**config.mk**
```make
export PLATFORM = sky130hd
export DESIGN_NAME = signed_decimal_seven_segment_encode_top
export DESIGN_NICKNAME = d
export VERILOG_FILES = /design/src/hdl/sdsse_pkg.sv /design/src/hdl/sdsse_quot.sv /design/src/hdl/sdsse_seg.sv /design/src/hdl/signed_decimal_seven_segment_encode_top.sv
export VERILOG_INCLUDE_DIRS = /design/src /design/src/hdl
export SDC_FILE = /design/constraint.sdc
export NUM_CORES = 1
export LEC_CHECK = 0
export BUFFER_PORTS_ARGS = -buffer_cell sky130_fd_sc_hd__buf_2
export CORE_MARGIN = 4
export CORE_UTILIZATION = 45
export CTS_CLUSTER_DIAMETER = 120
export DETAILED_ROUTE_END_ITERATION = 10
export PLACE_DENSITY = 0.75
export SYNTH_ARGS = -nofsm -noshare
export SYNTH_HDL_FRONTEND = slang
export SYNTH_HIERARCHICAL = 1
export SYNTH_SLANG_ARGS = --single-unit
export TNS_END_PERCENT = 5
```
**constraint.sdc**
```tcl
create_clock -name clk -period 7.2 [get_ports clk]
set_input_delay 2.16 -clock clk [delete_from_list [all_inputs] [get_ports clk]]
set_output_delay 2.16 -clock clk [all_outputs]
set_load 0.03 [all_outputs]
```
**src/hdl/assert_macros.svh**
```systemverilog
// Assertion macros for the RTL of the seven-segment encoder.
// No dependencies; include by bare file name.
`ifndef ASSERT_MACROS_SVH
`define ASSERT_MACROS_SVH

// Plain property, sampled on the rising clock edge, off during reset.
`define ASSERT_PROP(label, clk, rst_n, prop, msg) \
	label: assert property (@(posedge clk) disable iff (!rst_n) (prop)) else $error(msg);

// Same-cycle implication, off during reset.
`define ASSERT_IMPL(label, clk, rst_n, ante, cons, msg) \
	label: assert property (@(posedge clk) disable iff (!rst_n) (ante) |-> (cons)) else $error(msg);

`endif

```
**src/hdl/sdsse_pkg.sv**
```systemverilog
// Types, constants and the digit segment table of the signed decimal encoder.
// No dependencies.
package sdsse_pkg;

	localparam int ValueWidth = 16;
	localparam int SegWidth   = 7;
	localparam int PosCount   = 6;

	// Segment g only.
	localparam logic [SegWidth-1:0] MinusSeg = 7'h40;

	// Fixed-point reciprocals; each is exact over the magnitude range 0..32768.
	localparam logic [32:0] Recip10    = 33'd52429;   // >> 19
	localparam logic [32:0] Recip100   = 33'd83887;   // >> 23
	localparam logic [32:0] Recip1000  = 33'd67109;   // >> 26
	localparam logic [32:0] Recip10000 = 33'd107375;  // >> 30

	// Magnitude divided by 10^k, k = 0..4; widths cover 32768 / 10^k.
	typedef struct packed {
		logic        neg;
		logic [15:0] q0;
		logic [12:0] q1;
		logic [8:0]  q2;
		logic [5:0]  q3;
		logic [1:0]  q4;
	} quot_t;

	typedef logic [SegWidth-1:0] seg_t;

	function automatic seg_t digit_seg(input logic [3:0] digit);
		seg_t seg;
		case (digit)
			4'd0:    seg = 7'h3F;
			4'd1:    seg = 7'h06;
			4'd2:    seg = 7'h5B;
			4'd3:    seg = 7'h4F;
			4'd4:    seg = 7'h66;
			4'd5:    seg = 7'h6D;
			4'd6:    seg = 7'h7D;
			4'd7:    seg = 7'h07;
			4'd8:    seg = 7'h7F;
			4'd9:    seg = 7'h6F;
			default: seg = 7'h00;
		endcase
		return seg;
	endfunction

endpackage

```
**src/hdl/sdsse_quot.sv**
```systemverilog
// Magnitude and decimal quotients of a 16-bit signed value.
// Depends on sdsse_pkg (quot_t, reciprocal constants).
module sdsse_quot (
	input  logic [15:0]         value,
	output sdsse_pkg::quot_t    quot
);

	logic [15:0] mag;
	logic [32:0] p1, p2, p3, p4;

	// Two's complement negate; 0x8000 maps to 32768 as wanted.
	assign mag = value[15] ? (16'd0 - value) : value;

	assign p1 = 33'(mag) * sdsse_pkg::Recip10;
	assign p2 = 33'(mag) * sdsse_pkg::Recip100;
	assign p3 = 33'(mag) * sdsse_pkg::Recip1000;
	assign p4 = 33'(mag) * sdsse_pkg::Recip10000;

	always_comb begin
		quot.neg = value[15];
		quot.q0  = mag;
		quot.q1  = p1[31:19];
		quot.q2  = p2[31:23];
		quot.q3  = p3[31:26];
		quot.q4  = p4[31:30];
	end

endmodule

```
**src/hdl/sdsse_seg.sv**
```systemverilog
// Digit extraction, leading blank and sign placement for six positions.
// Depends on sdsse_pkg (quot_t, seg_t, digit_seg, MinusSeg).
module sdsse_seg (
	input  sdsse_pkg::quot_t  quot,
	output sdsse_pkg::seg_t   seg [sdsse_pkg::PosCount]
);

	logic [15:0] t0;
	logic [12:0] t1;
	logic [8:0]  t2;
	logic [5:0]  t3;
	logic [3:0]  dig [5];
	logic [4:0]  nz;

	// digit k = q_k - 10 * q_(k+1)
	assign t0 = quot.q0 - (16'(quot.q1) << 3) - (16'(quot.q1) << 1);
	assign t1 = quot.q1 - (13'(quot.q2) << 3) - (13'(quot.q2) << 1);
	assign t2 = quot.q2 - (9'(quot.q3) << 3) - (9'(quot.q3) << 1);
	assign t3 = quot.q3 - (6'(quot.q4) << 3) - (6'(quot.q4) << 1);

	assign dig[0] = t0[3:0];
	assign dig[1] = t1[3:0];
	assign dig[2] = t2[3:0];
	assign dig[3] = t3[3:0];
	assign dig[4] = {2'b00, quot.q4};

	// Position k is lit when the magnitude reaches 10^k; the leftmost never is.
	assign nz = {(quot.q4 != 2'd0), (quot.q3 != 6'd0), (quot.q2 != 9'd0),
		(quot.q1 != 13'd0), (quot.q0 != 16'd0)};

	always_comb begin
		// Rightmost position always shows a digit, zero included.
		seg[0] = sdsse_pkg::digit_seg(dig[0]);
		for (int k = 1; k < sdsse_pkg::PosCount - 1; k++) begin
			if (nz[k]) begin
				seg[k] = sdsse_pkg::digit_seg(dig[k]);
			end else if (quot.neg && nz[k-1]) begin
				seg[k] = sdsse_pkg::MinusSeg;
			end else begin
				seg[k] = '0;
			end
		end
		// Leftmost position: sign of a five-digit negative, else blank.
		if (quot.neg && nz[4]) begin
			seg[sdsse_pkg::PosCount-1] = sdsse_pkg::MinusSeg;
		end else begin
			seg[sdsse_pkg::PosCount-1] = '0;
		end
	end

endmodule

```
**src/hdl/signed_decimal_seven_segment_encode_top.sv**
```systemverilog
// Top level of the signed decimal seven-segment encoder: stream ports and pipeline.
// Depends on sdsse_pkg, sdsse_quot, sdsse_seg and assert_macros.svh.
//
// Usage:
//   Slave channel s_*: one 16-bit two's complement value per transfer.
//   Master channel m_*: six seven-segment patterns per transfer, rightmost
//   position in the lowest bits, bits 0..6 of each pattern are segments a..g.
//   Leading zeros are blank, zero shows a single 0, a negative value gets a
//   minus (segment g) just left of its top digit. Decimal points stay dark.
// Pipeline: a value accepted on s_* passes through the input register, the
//   quotient register and the output register before it is offered on
//   m_tvalid.
// Throughput: one transfer per cycle on both sides while m_tready is high;
//   quotient stage: four parallel constant multiplies; output stage: table lookup.
// Stall: each of the three registers holds while the one after it is full
//   and not draining; s_tready drops only when all three are full and
//   m_tready is low. Input keeps flowing while a result waits.
// Reset: arst_n clears all valid flags at once; no transfer is pending after.
module signed_decimal_seven_segment_encode_top (
	input  logic        clk,
	input  logic        arst_n,
	input  logic        s_tvalid,
	output logic        s_tready,
	input  logic [15:0] s_tdata,    // [15:0] value
	output logic        m_tvalid,
	input  logic        m_tready,
	output logic [47:0] m_tdata     // [6:0] digit0_segments, [13:7] digit1_segments,
	                                // [20:14] digit2_segments, [27:21] digit3_segments,
	                                // [34:28] digit4_segments, [41:35] digit5_segments,
	                                // [47:42] zero
);

	`include "assert_macros.svh"

	logic             valid_s1, valid_s2, out_valid_q;
	logic [15:0]      value_s1;
	sdsse_pkg::quot_t quot_c, quot_s2;
	sdsse_pkg::seg_t  seg_c [sdsse_pkg::PosCount];
	logic [41:0]      seg_q;
	logic             adv_out, ready_s2, ready_s1;

	// Each stage loads when it is empty or the one after it moves on.
	assign adv_out  = !out_valid_q || m_tready;
	assign ready_s2 = !valid_s2 || adv_out;
	assign ready_s1 = !valid_s1 || ready_s2;
	assign s_tready = ready_s1;

	sdsse_quot u_quot (
		.value (value_s1),
		.quot  (quot_c)
	);

	sdsse_seg u_seg (
		.quot (quot_s2),
		.seg  (seg_c)
	);

	always_ff @(posedge clk or negedge arst_n) begin
		if (!arst_n) begin
			valid_s1    <= 1'b0;
			valid_s2    <= 1'b0;
			out_valid_q <= 1'b0;
		end else begin
			if (ready_s1) valid_s1 <= s_tvalid;
			if (ready_s2) valid_s2 <= valid_s1;
			if (adv_out)  out_valid_q <= valid_s2;
		end
	end

	// Payload registers, no reset.
	always_ff @(posedge clk) begin
		if (ready_s1 && s_tvalid) value_s1 <= s_tdata;
		if (ready_s2 && valid_s1) quot_s2 <= quot_c;
		if (adv_out && valid_s2) begin
			seg_q <= {seg_c[5], seg_c[4], seg_c[3], seg_c[2], seg_c[1], seg_c[0]};
		end
	end

	assign m_tvalid = out_valid_q;
	assign m_tdata  = {6'd0, seg_q};

	// Input back-pressure only with the whole pipe full and stalled.
	`ASSERT_IMPL(a_ready_full, clk, arst_n, !s_tready, valid_s1 && valid_s2 && out_valid_q && !m_tready, "s_tready low with room in pipe")
	// A new result only comes from a filled quotient stage.
	`ASSERT_IMPL(a_out_from_s2, clk, arst_n, $rose(m_tvalid), $past(valid_s2), "result without quotient stage")
	// Rightmost position is never blank.
	`ASSERT_IMPL(a_digit0_lit, clk, arst_n, m_tvalid, m_tdata[6:0] != 7'd0, "digit0 blank")
	// Leftmost position holds only minus or blank.
	`ASSERT_IMPL(a_digit5_sign, clk, arst_n, m_tvalid, m_tdata[41:35] == 7'd0 || m_tdata[41:35] == sdsse_pkg::MinusSeg, "digit5 not sign or blank")

endmodule
```
==> metrics.md, run 1 <==
| Metric | Value |
|---|---|
| Crit. End Element | register |
| Synth warn | 6 |
| Synth Area per Inst | 10.76 um^2 |
| Worst hold slack | 0.5214 ns |
| Clock Latency Late Sink | 0.37 ns |
| Post-cts hold buffer count | 0 |
| CTS clk-pin slew, worst paths | 0.09 ns |
| Die area | 0.04893 mm^2 |
| Drt first pass iters | 5 |
| Vias | 13680 |
| Final core occ | 0.5109 |
| Routed wire length | 48.25 mm |
| Core area | 0.04461 mm^2 |
| Slew at the pin closest to its max-slew limit | 0.8641 ns |
| Final min period | 7.160 ns |
| Initial antenna violation count | 1 |
| Std cell rows | 77 |
| Initial drt markers | 856 |
| Final instance area | 0.02279 mm^2 |
| Post-synth top flop | edfxtp_1 |
| Crit path required time | 7.39 ns |
| Worst Skew | 0.01863 ns |
| Via-to-Cell Ratio | 5.142 |
| Root buffer cell | clkbuf_16 |
| Setup crit start kind | register |
| Die height | 221.2 um |
| Synth cell types | 71 |
| Drt wl/cell | 18.13 um |
| Vias in the first global route | 14550 |
| Status | finished clean |
| Grt ovf | 0 |
| Worst Path Max Fanout | 4 |
| Hold Crit Class | register to register |
| First-pass GRT wire length | 77.58 mm |
| Sequential-to-total area share from yosys stat | 0.1578 |
| RSZ-0062 raised after global routing | yes |
| CTS sink count | 108 |
| Area Overhead vs Synth | 11.41% |
| PnR worst setup slack | 0.03974 ns |
| Mapped Area | 0.02045 mm^2 |
| # nets final | 2864 |
| Fin crit share | 0.9945 |
| Port buffer count | 63 |
| TritonCTS clock tree | done |
| Final HPWL DP | 41.53 mm |
| Layout cell share with drive strength beyond 1 | 0.1219 |
| H-tree Lvls | 3 |
| Yosys reg bits | 108 |
| Largest net degree at the start of global routing | 48 |
| Final setup viols | 0 |
| Max Clk Rate | 139.7 MHz |
| Number of buffers created by CTS | 9 |
| GRT Total Usage | 0.2003 |
| Cells after Synth | 1901 |
| Clk buf depth | 2 |
| Max_cap viols | 0 |
| Final Wtd Congestion | 0.9700 |
| Die extent in x | 221.2 um |
| Worst EP arrival | 7.35 ns |
| Starting Density | 0.4585 |
| Number of enable flip-flop cells after synthesis | 105 |
| Place WS | -0.3605 ns |
| Ports | 70 |
| Hold Vio Cnt, Final | 0 |
| Slew Viols, Final | 0 |
| Setup Crit Path Kind | register to register |
| DRC | 0 |
| DP Area | 0.02220 mm^2 |
| Slew HR | 0.4239 |
| Post-synth ARST share | 0.02778 |
| Routed Antenna Nets | 0 |
-- sequential cells by signal, summed over array words and instances (netlist names) --
register / count
seg_q: 42
m_tvalid: 1
value_s1: 16
quot_s2: 47
valid_s2: 1
valid_s1: 1
-- cell usage after synthesis, types with 3 or more instances --
master     number  area (um^2)
a2111oi_0       3        26.28
a211oi_1        6        45.04
a21boi_0        5        37.54
a21o_1         21        157.7
a21oi_1        58        290.3
a22oi_1         3        22.52
a31o_2          3        26.28
a31oi_1         4        25.02
and2_1          6        37.54
and3_1          7        43.79
and4_1          3        26.28
buf_4          16        120.1
clkbuf_1        6        22.52
dfrtp_1         3        75.07
edfxtp_1      105         3153
fa_1          308         6166
ha_1          472         5906
inv_1         528         1982
mux2i_1         5        50.05
nand2_1        41        153.9
nand2b_1       12        75.07
nand3_1        13        65.06
nand4_1         8        50.05
nor2_1         36        135.1
nor2b_1        11        68.82
nor3_1         15        75.07
nor3b_1         5        37.54
nor4_1          9        56.30
o21a_1          7        52.55
o21ai_0        46        230.2
o21bai_1        5        37.54
o31ai_1         4        30.03
or2_2           5        31.28
xnor2_1        56        490.5
xor2_1         17        148.9
xor2_2          3        48.80
-- path summary, 6_finish.rpt --
kind | to | startpoint | slack [ns] | cells past startpoint
setup / recovery | quot_s2[0] | value_s1[12] | 0.04 | 23
hold / removal | valid_s2 | valid_s1 | 0.52 | 1
setup reg to reg | quot_s2[0] | value_s1[12] | 0.04 | 23
hold reg to reg | valid_s2 | valid_s1 | 0.52 | 1
max in group asynchronous | m_tvalid | arst_n | 5.51 | 1
min in group asynchronous | valid_s1 | arst_n | 1.57 | 1
-- metrics by stage --
| stage | setup TNS, ns | std cells |
|---|---|---|
| 2_1_floorplan | 0 | 1912 |
| 3_3_place_gp | -0.4668 | 2628 |
| 3_5_place_dp | -1.253 | 2628 |
| 4_1_cts | -0.1157 | 2651 |
| 5_1_grt | -1.717 | 2660 |
| 6_report | 0 | 2661 |
-- worst max-delay path: stages, from the launching register on --
cell,delay [ns]
edfxtp_1,0.40
or4_4,0.54
or2_4,0.25
or4b_4,0.50
buf_6,0.17
inv_2,0.08
ha_1,0.24
inv_1,0.11
buf_4,0.12
fa_1,0.45
fa_1,0.56
inv_1,0.06
fa_1,0.54
inv_1,0.07
fa_1,0.51
fa_1,0.56
inv_1,0.05
ha_1,0.29
nand4_1,0.21
nor3_4,0.30
o211ai_1,0.29
nand4b_1,0.29
a21o_1,0.17
xor2_1,0.19
-- routing by layer --
layer	GRT usage	up-vias	routed length, um
met2	0.3461	400	23240
met1	0.2645	6808	20530
met5	0	-	0
li1	-	6403	-
met4	0.04631	0	1146
met3	0.03552	73	3333
-- layout by cell type, fill, tap and decap left out, types with 5 or more instances in the layout --
cell,n
inv_1,518
ha_1,468
fa_1,307
edfxtp_1,105
buf_4,99
buf_2,63
a21oi_1,56
xnor2_1,46
o21ai_0,42
nand2_1,41
nor2_1,36
a21o_1,21
xor2_1,16
conb_1,13
nor3_1,13
nand2b_1,12
nand3_1,12
nor2b_1,10
xnor2_2,10
clkbuf_16,9
inv_2,9
nand4_1,8
nor4_1,8
and3_1,7
o21a_1,7
and2_1,6
o21bai_1,5
a211oi_1,5
nor3b_1,5
mux2i_1,5
-- kinds of logic (layout without fill, tap and decap cells) --
group | Yosys count | in the layout | share of synthesized area
AOI/OAI and AO/OA | 190 | 190 | 0.06081
other | 2 | 14 | 0.0003672
DFF | 108 | 108 | 0.1578
muxes | 5 | 5 | 0.002447
adders and majority gates | 780 | 780 | 0.5902
xor gates and xnor gates | 78 | 78 | 0.03524
and+or+nand+nor | 185 | 185 | 0.04827
buffers and inverters | 553 | 709 | 0.1049
-- cell type report --
cell class | count | area [um^2]
Timing Repair Buffer | 166 | 1116
Antenna cell | 1 | 2.502
Sequential cell | 108 | 3228
Multi-Input combinational cell | 1251 | 15430
Fill cell | 3886 | 21820
Inverter | 528 | 1986
Tap cell | 592 | 740.7
Clock buffer | 9 | 225.2
Clock inverter | 6 | 62.56
-- repair_timing --
action                     4_1_cts  5_1_grt
cloned                           0        0
setup endpoints to repair        7       20
pin swaps                       18       17
resized for setup                9       26
buffers inserted                 8        9
Power of run 1 is left out: the tool's default activity adds up to more than one toggle a clock period on the data nets, which glitch-free logic cannot reach.
==> inputs of run 2 (changes only) <==
Settings changed: CORE_ASPECT_RATIO from default to 0.5, CTS_CLUSTER_SIZE from default to 28.
==> run 2 against run 1 <==
Routed wire length is 1.2% lower. Largest cell class unchanged. Critical endpoint is now quot_s2[14]. Global-route usage hardly changed. Final cell count is 0.56% lower. Clock skew hardly changed.
==> metrics.md, run 2 (same netlist as run 1, synthesis figures left out) <==
| Metric | Value |
|---|---|
| Hold Path Sink | valid_s2 |
| GRT Total Usage | 0.2008 (+0.0004636) |
| Number of buffers created by CTS | 9 (unchanged) |
| CTS clk-pin slew, worst paths | 0.08 ns (about the same) |
| Hold Vio Cnt, Final | 0 (unchanged) |
| Final instance area | 0.02268 mm^2 (-0.48%) |
| Worst Path Max Fanout | 4 (unchanged) |
| Crit path required time | 7.32 ns (-0.07 ns) |
| Std cell rows | 54 (-30%) |
| Ports | 70 (unchanged) |
| Drt wl/cell | 18.02 um (-0.62%) |
| Largest Register | quot_s2 |
| Port buffer count | 63 (unchanged) |
| Core area | 0.04425 mm^2 (-0.79%) |
| Slew Viols, Final | 0 (unchanged) |
| DRC | 0 (unchanged) |
| Max Clk Rate | 139.6 MHz (about the same) |
| Most frequent cells in the layout | inv_1, ha_1, fa_1 |
| Place WS | -0.1610 ns (+0.1995 ns) |
| Root buffer cell | clkbuf_16 |
| Slew at the pin closest to its max-slew limit | 1.002 ns (+0.1379 ns) |
| Via-to-Cell Ratio | 5.105 (-0.72%) |
| CTS sink count | 108 (unchanged) |
| Reg-to-reg slack, setup | 0.04 ns (about the same) |
| Post-cts hold buffer count | 0 (unchanged) |
| Die height | 158.8 um (-28%) |
| Number of flip-flops under the largest register name | 47 (unchanged) |
| Clock Latency Late Sink | 0.38 ns (about the same) |
| PnR worst setup slack | 0.03561 ns (-0.004123 ns) |
| H-tree Lvls | 3 (unchanged) |
| First-pass GRT wire length | 76.63 mm (-1.2%) |
| Final Wtd Congestion | 0.9514 (-1.9%) |
| Starting Density | 0.4622 (+0.003643) |
| # nets final | 2853 (-0.38%) |
| Grt ovf | 0 (unchanged) |
| Vias in the first global route | 14390 (-1.1%) |
| Routed wire length | 47.68 mm (-1.2%) |
| Crit. End Element | register |
| # diodes | 0 (-1) |
| Area Overhead vs Synth | 10.88% |
| Fin crit share | 0.9951 (about the same) |
| Routed Antenna Nets | 0 (unchanged) |
| Top flop regs | quot_s2: 47 flops, seg_q: 42 flops, value_s1: 16 flops |
| Initial antenna violation count | 0 (-1) |
| Final min period | 7.164 ns (+0.004123 ns) |
| Vias | 13510 (-1.3%) |
| Hold Startpoint | valid_s1 |
| Largest net degree at the start of global routing | 48 (unchanged) |
| Most common cell after layout, fill and taps aside | inv_1 |
| Status | finished clean |
| Hold Crit Class | register to register |
| Slew HR | 0.3320 (-0.09193) |
| DP Area | 0.02217 mm^2 (-0.12%) |
| Layout cell share with drive strength beyond 1 | 0.1190 (-0.002809) |
| CP cell instances | or4_4 -> or2_4 -> or4b_4 -> fa_1 -> inv_2 -> fa_1 -> inv_1 -> fa_1 -> inv_1 -> fa_1 -> fa_1 -> inv_2 -> fa_1 -> inv_1 -> ha_2 -> a21oi_2 -> o221ai_2 -> a2111oi_2 -> o211a_1 -> a211oi_2 -> o31ai_2 -> nor2b_4 -> o21bai_1 -> xor2_1 |
| Worst Skew | 0.01901 ns (+0.0003731 ns) |
| Setup Crit Path Kind | register to register |
| Die extent in x | 309.5 um (+40%) |
| Worst EP arrival | 7.29 ns (-0.06 ns) |
| Final HPWL DP | 40.24 mm (-3.1%) |
| TritonCTS clock tree | done |
| WHS Path Cells | 1 (unchanged) |
| Final setup viols | 0 (unchanged) |
| CP dominant cell by count | fa_1 |
| Worst reg2reg endpoint | quot_s2[14] |
| RSZ-0062 raised after global routing | yes |
| Worst r2r src | value_s1[12] |
| Setup crit start kind | register |
| Die area | 0.04913 mm^2 (+0.42%) |
| Slowest stage delay, CP | 0.55 ns (about the same) |
| Clk buf depth | 2 (unchanged) |
| Worst hold slack | 0.5220 ns (+0.0005700 ns) |
| R2r worst-path depth | 24 (+4.3%) |
| Max_cap viols | 0 (unchanged) |
| Crit-path slowest cell | or4_4 |
| Initial drt markers | 769 (-10%) |
| Drt first pass iters | 5 (unchanged) |
| TNS Setup | 0 ns (unchanged) |
[run 2: cell types whose count changed in the layout (fill, tap and decap cells not counted), moves of 2 or more]
cell	delta
buf_6	-2
inv_6	+2
ha_4	+2
inv_1	+2
buf_4	-7
a2111oi_2	+2
ha_1	-3
a21oi_2	+2
clkinv_4	-3
a21oi_1	-2
[run 2: timing repair]
item / CTS / global route
endpoints found under the setup margin: 9 / 19
buffers inserted: 4 / 5
pin swaps: 12 / 16
gates resized for setup: 9 / 21
gates cloned: 0 / 0
[run 2: area by class of cell]
class	count	area (um^2)
Inverter	528	1982
Fill cell	3828	21580
Sequential cell	108	3228
Tap cell	588	735.7
Timing Repair Buffer	155	1006
Clock inverter	7	77.57
Clock buffer	9	225.2
Multi-Input combinational cell	1251	15420
[run 2: how the worst max path moves through the flow]
stage	slack, ns	start	endpoint	cells after the start
after floorplan	0.008	value_s1[0]	quot_s2[16]	23
after global placement	-0.05	value_s1[11]	quot_s2[16]	24
after detailed placement	-0.16	value_s1[5]	quot_s2[16]	26
after CTS	-0.01	value_s1[12]	quot_s2[16]	24
after global routing	-0.20	value_s1[5]	quot_s2[0]	25
final	0.04	value_s1[12]	quot_s2[14]	24
[run 2: layer usage]
| metal | vias up | wire length [um] | GRT usage |
|---|---|---|---|
| li1 | 6383 | - | - |
| met1 | 6664 | 20580 | 0.2673 |
| met2 | 365 | 22390 | 0.3286 |
| met3 | 97 | 3111 | 0.04153 |
| met4 | 0 | 1595 | 0.06626 |
| met5 | - | 0 | 0 |
[run 2: critical path, delay by kind of cell, from the launching register on]
family	cells	cell delay (ns)
buffers and inverters	5	0.26
AND/OR/NAND/NOR	4	1.54
flip-flops	1	0.39
XOR/XNOR	1	0.14
adder cells (fa/ha/maj)	7	3.16
AO/OA/AOI/OAI	7	1.45
[run 2: stage by stage]
| step | std cells | util |
|---|---|---|
| after detailed placement | 2621 | 0.5010 |
| after global placement | 2621 | 0.5010 |
| after CTS | 2641 | 0.5095 |
| after global routing | 2646 | 0.5124 |
| final | 2646 | 0.5124 |
| after floorplan | 1912 | - |
Power of run 2 is left out for the same reason.
==> inputs of run 3 (changes only) <==
Settings changed: ABC_AREA from default to 1, CORE_ASPECT_RATIO 0.5 to 1.25.
==> run 3 against run 2 <==
Via count is 27% higher. Non-clock buffer count is 43 lower. Count of clock-buffer cells in the layout stayed put. Largest cell class unchanged. Sequential share of layout area is 1.1 points lower. Highest routed layer unchanged. Routed wire length is 25% higher. Die area is 11% higher. Utilization is 1.8 points lower.
==> metrics.md, run 3 <==
| Metric | Value |
|---|---|
| WHS Path Cells | 2 (+1) |
| Most common cell after layout, fill and taps aside | inv_1 |
| Clock Latency Late Sink | 0.39 ns (about the same) |
| Final Wtd Congestion | 0.9901 (+4.1%) |
| CTS clk-pin slew, worst paths | 0.08 ns (about the same) |
| Yosys reg bits | 108 (unchanged) |
| Hold Vio Cnt, Final | 0 (unchanged) |
| Mapped Area | 0.02278 mm^2 (+11%) |
| Number of enable flip-flop cells after synthesis | 105 (unchanged) |
| Most frequent cells in the layout | inv_1, ha_1, nand2_1 |
| Largest Register | quot_s2 |
| Synth cell types | 47 (-34%) |
| Max_cap viols | 0 (unchanged) |
| Reg-to-reg slack, setup | 0.45 ns (+0.42 ns) |
| Port buffer count | 63 (unchanged) |
| CTS sink count | 108 (unchanged) |
| WL met1 | 22.17 mm (+7.7%) |
| DR top layer | met4 |
| Clk buf depth | 2 (unchanged) |
| Ports | 70 (unchanged) |
| Filler cells | 4585 (+20%) |
| Status | finished clean |
| Drt first pass iters | 5 (unchanged) |
| Synth Area per Inst | 8.811 um^2 (-18%) |
| Post-synth top flop | edfxtp_1 |
| Std cell rows | 91 (+69%) |
| First-pass GRT wire length | 95.85 mm (+25%) |
| Root buffer cell | clkbuf_16 |
| Fin crit share | 0.9372 (-0.05786) |
| Starting Density | 0.4578 (-0.004405) |
| Crit path launch | value_s1[1] |
| TritonCTS clock tree | done |
| Finished Layout Cells | 3356 (+27%) |
| Top flop regs | quot_s2: 47 flops, seg_q: 42 flops, value_s1: 16 flops |
| Routed Antenna Nets | 0 (unchanged) |
| Worst reg2reg endpoint | quot_s2[16] |
| Hold Crit Class | register to register |
| Die height | 259.5 um (+63%) |
| Synth warn | 6 (unchanged) |
| WL met3 | 3.264 mm (+4.9%) |
| Cells after Synth | 2585 (+36%) |
| Worst Path Max Fanout | 6 (+2) |
| Met2 wire length | 30.27 mm (+35%) |
| Die area | 0.05430 mm^2 (+11%) |
| Slowest stage delay, CP | 0.59 ns (+0.04 ns) |
| # nets final | 3499 (+23%) |
| Setup crit start kind | register |
| Worst EP arrival | 6.89 ns (-0.40 ns) |
| Crit path required time | 7.34 ns (+0.02 ns) |
| Core area | 0.04976 mm^2 (+12%) |
| Drt wl/cell | 17.83 um (-1.1%) |
| Post-synth top area share | 0.2707 (-0.03075) |
| Largest area contributor in the netlist | fa_1 |
| Layout cell share with drive strength beyond 1 | 0.06731 (-0.05174) |
| Multi-input gate area | 0.01695 mm^2 (+9.9%) |
| Initial antenna violation count | 1 (+1) |
| DP Cell Count | 3337 (+27%) |
| Top post-synthesis cells by area | fa_1, ha_1, edfxtp_1, inv_1, nand2_1 |
| Vias in the first global route | 18080 (+26%) |
| Initial drt markers | 972 (+26%) |
| Crit. End Element | register |
| R2r worst-path depth | 30 (+25%) |
| Setup Crit Path Kind | register to register |
| Slew Viols, Final | 0 (unchanged) |
| Worst Skew | 0.01769 ns (-0.001321 ns) |
| Routed wire length | 59.84 mm (+25%) |
| DRC | 0 (unchanged) |
| Number of buffers created by CTS | 9 (unchanged) |
| Vias | 17220 (+27%) |
| Post-synth ARST share | 0.02778 (unchanged) |
| Final HPWL DP | 52.38 mm (+30%) |
| Via-to-Cell Ratio | 5.131 (+0.49%) |
| CP endpoint | quot_s2[16] |
| Post-cts hold buffer count | 0 (unchanged) |
| Final setup viols | 0 (unchanged) |
| Sequential-to-total area share from yosys stat | 0.1417 (-0.01610) |
| Slew at the pin closest to its max-slew limit | 0.9500 ns (-0.05200 ns) |
| Most frequent cell after synthesis | inv_1 |
| Largest net degree at the start of global routing | 48 (unchanged) |
| Number of flip-flops under the largest register name | 47 (unchanged) |
| Sequential cell area | 0.003228 mm^2 (unchanged) |
| Worst r2r src | value_s1[1] |
| Area Overhead vs Synth | 7.932% |
| Max Clk Rate | 148.2 MHz (+6.2%) |
| Die extent in x | 209.2 um (-32%) |
| Crit-path slowest cell | fa_1 |
| Grt ovf | 0 (unchanged) |
| GRT Total Usage | 0.2257 (+0.02493) |
| H-tree Lvls | 3 (unchanged) |
| Final min period | 6.748 ns (-0.4166 ns) |
| Most instantiated cells after synthesis | inv_1, ha_1, nand2_1 |
| Slew HR | 0.3624 (+0.03041) |
-- run 3: cell count changes after synthesis, moves of 11 or more --
cell and delta:
xnor2_1 -42, inv_1 +154, nand3_1 +74, nand2b_1 -12, nand2_1 +344, nor2_1 +117, nor2b_1 -11, a21oi_1 +56
-- run 3: routing by layer --
metal	vias to the layer above	track usage
li1	8308	-
met5	-	0
met4	0	0.1244
met1	8199	0.2529
met3	185	0.03759
met2	526	0.4067
-- run 3: area by class of cell --
class / instances / share of cell area
Clock inverter: 7 / 0.003715
Antenna cell: 1 / 0.0001018
Timing Repair Buffer: 112 / 0.02779
Inverter: 687 / 0.1052
Sequential cell: 108 / 0.1313
Tap cell: 651 / 0.03313
Multi-Input combinational cell: 1781 / 0.6896
Clock buffer: 9 / 0.009161
-- run 3: how the worst min path moves through the flow --
stage | start | to
final | valid_s1 | valid_s2
after global routing | valid_s2 | m_tvalid
after CTS | valid_s1 | valid_s2
after detailed placement | valid_s1 | valid_s2
after global placement | valid_s1 | valid_s2
after floorplan | valid_s1 | valid_s2
-- run 3: kinds of logic (layout without fill, tap and decap cells) --
kind of cell | after synthesis | in the layout | synth area share
xor gates and xnor gates | 42 | 42 | 0.01747
AOI/OAI and AO/OA | 233 | 233 | 0.05784
buffers and inverters | 707 | 815 | 0.1193
other | 2 | 14 | 0.0003297
adders and majority gates | 780 | 780 | 0.5300
and+or+nand+nor | 713 | 713 | 0.1333
DFF | 108 | 108 | 0.1417
-- run 3: critical path, delay by kind of cell (launching register included) --
family | cells | cell delay, ns
adder cells (fa/ha/maj) | 8 | 3.18
AND/OR/NAND/NOR | 10 | 1.18
AO/OA/AOI/OAI | 2 | 0.58
XOR/XNOR | 1 | 0.27
buffers and inverters | 9 | 0.92
flip-flops | 1 | 0.36
-- run 3: timing repair --
item,in CTS,in global routing
resized for setup,0,11
buffers inserted,0,2
setup endpoints to repair,0,3
hold endpoints to repair,0,0
-- run 3: metrics by stage --
stage	util	setup TNS, ns	hold slack, ns	area, um^2	worst slack [ns]
floorplan	-	0	0.4813	22830	0.004870
global placement	0.4863	0	0.5222	24200	0.3172
detailed placement	0.4863	0	0.5262	24200	0.2870
CTS	0.4926	0	0.5551	24510	0.2511
global route	0.4940	-0.0005773	0.6023	24580	-0.0005773
finish	0.4941	0	0.5484	24580	0.4522
Power of run 3 is left out for the same reason.
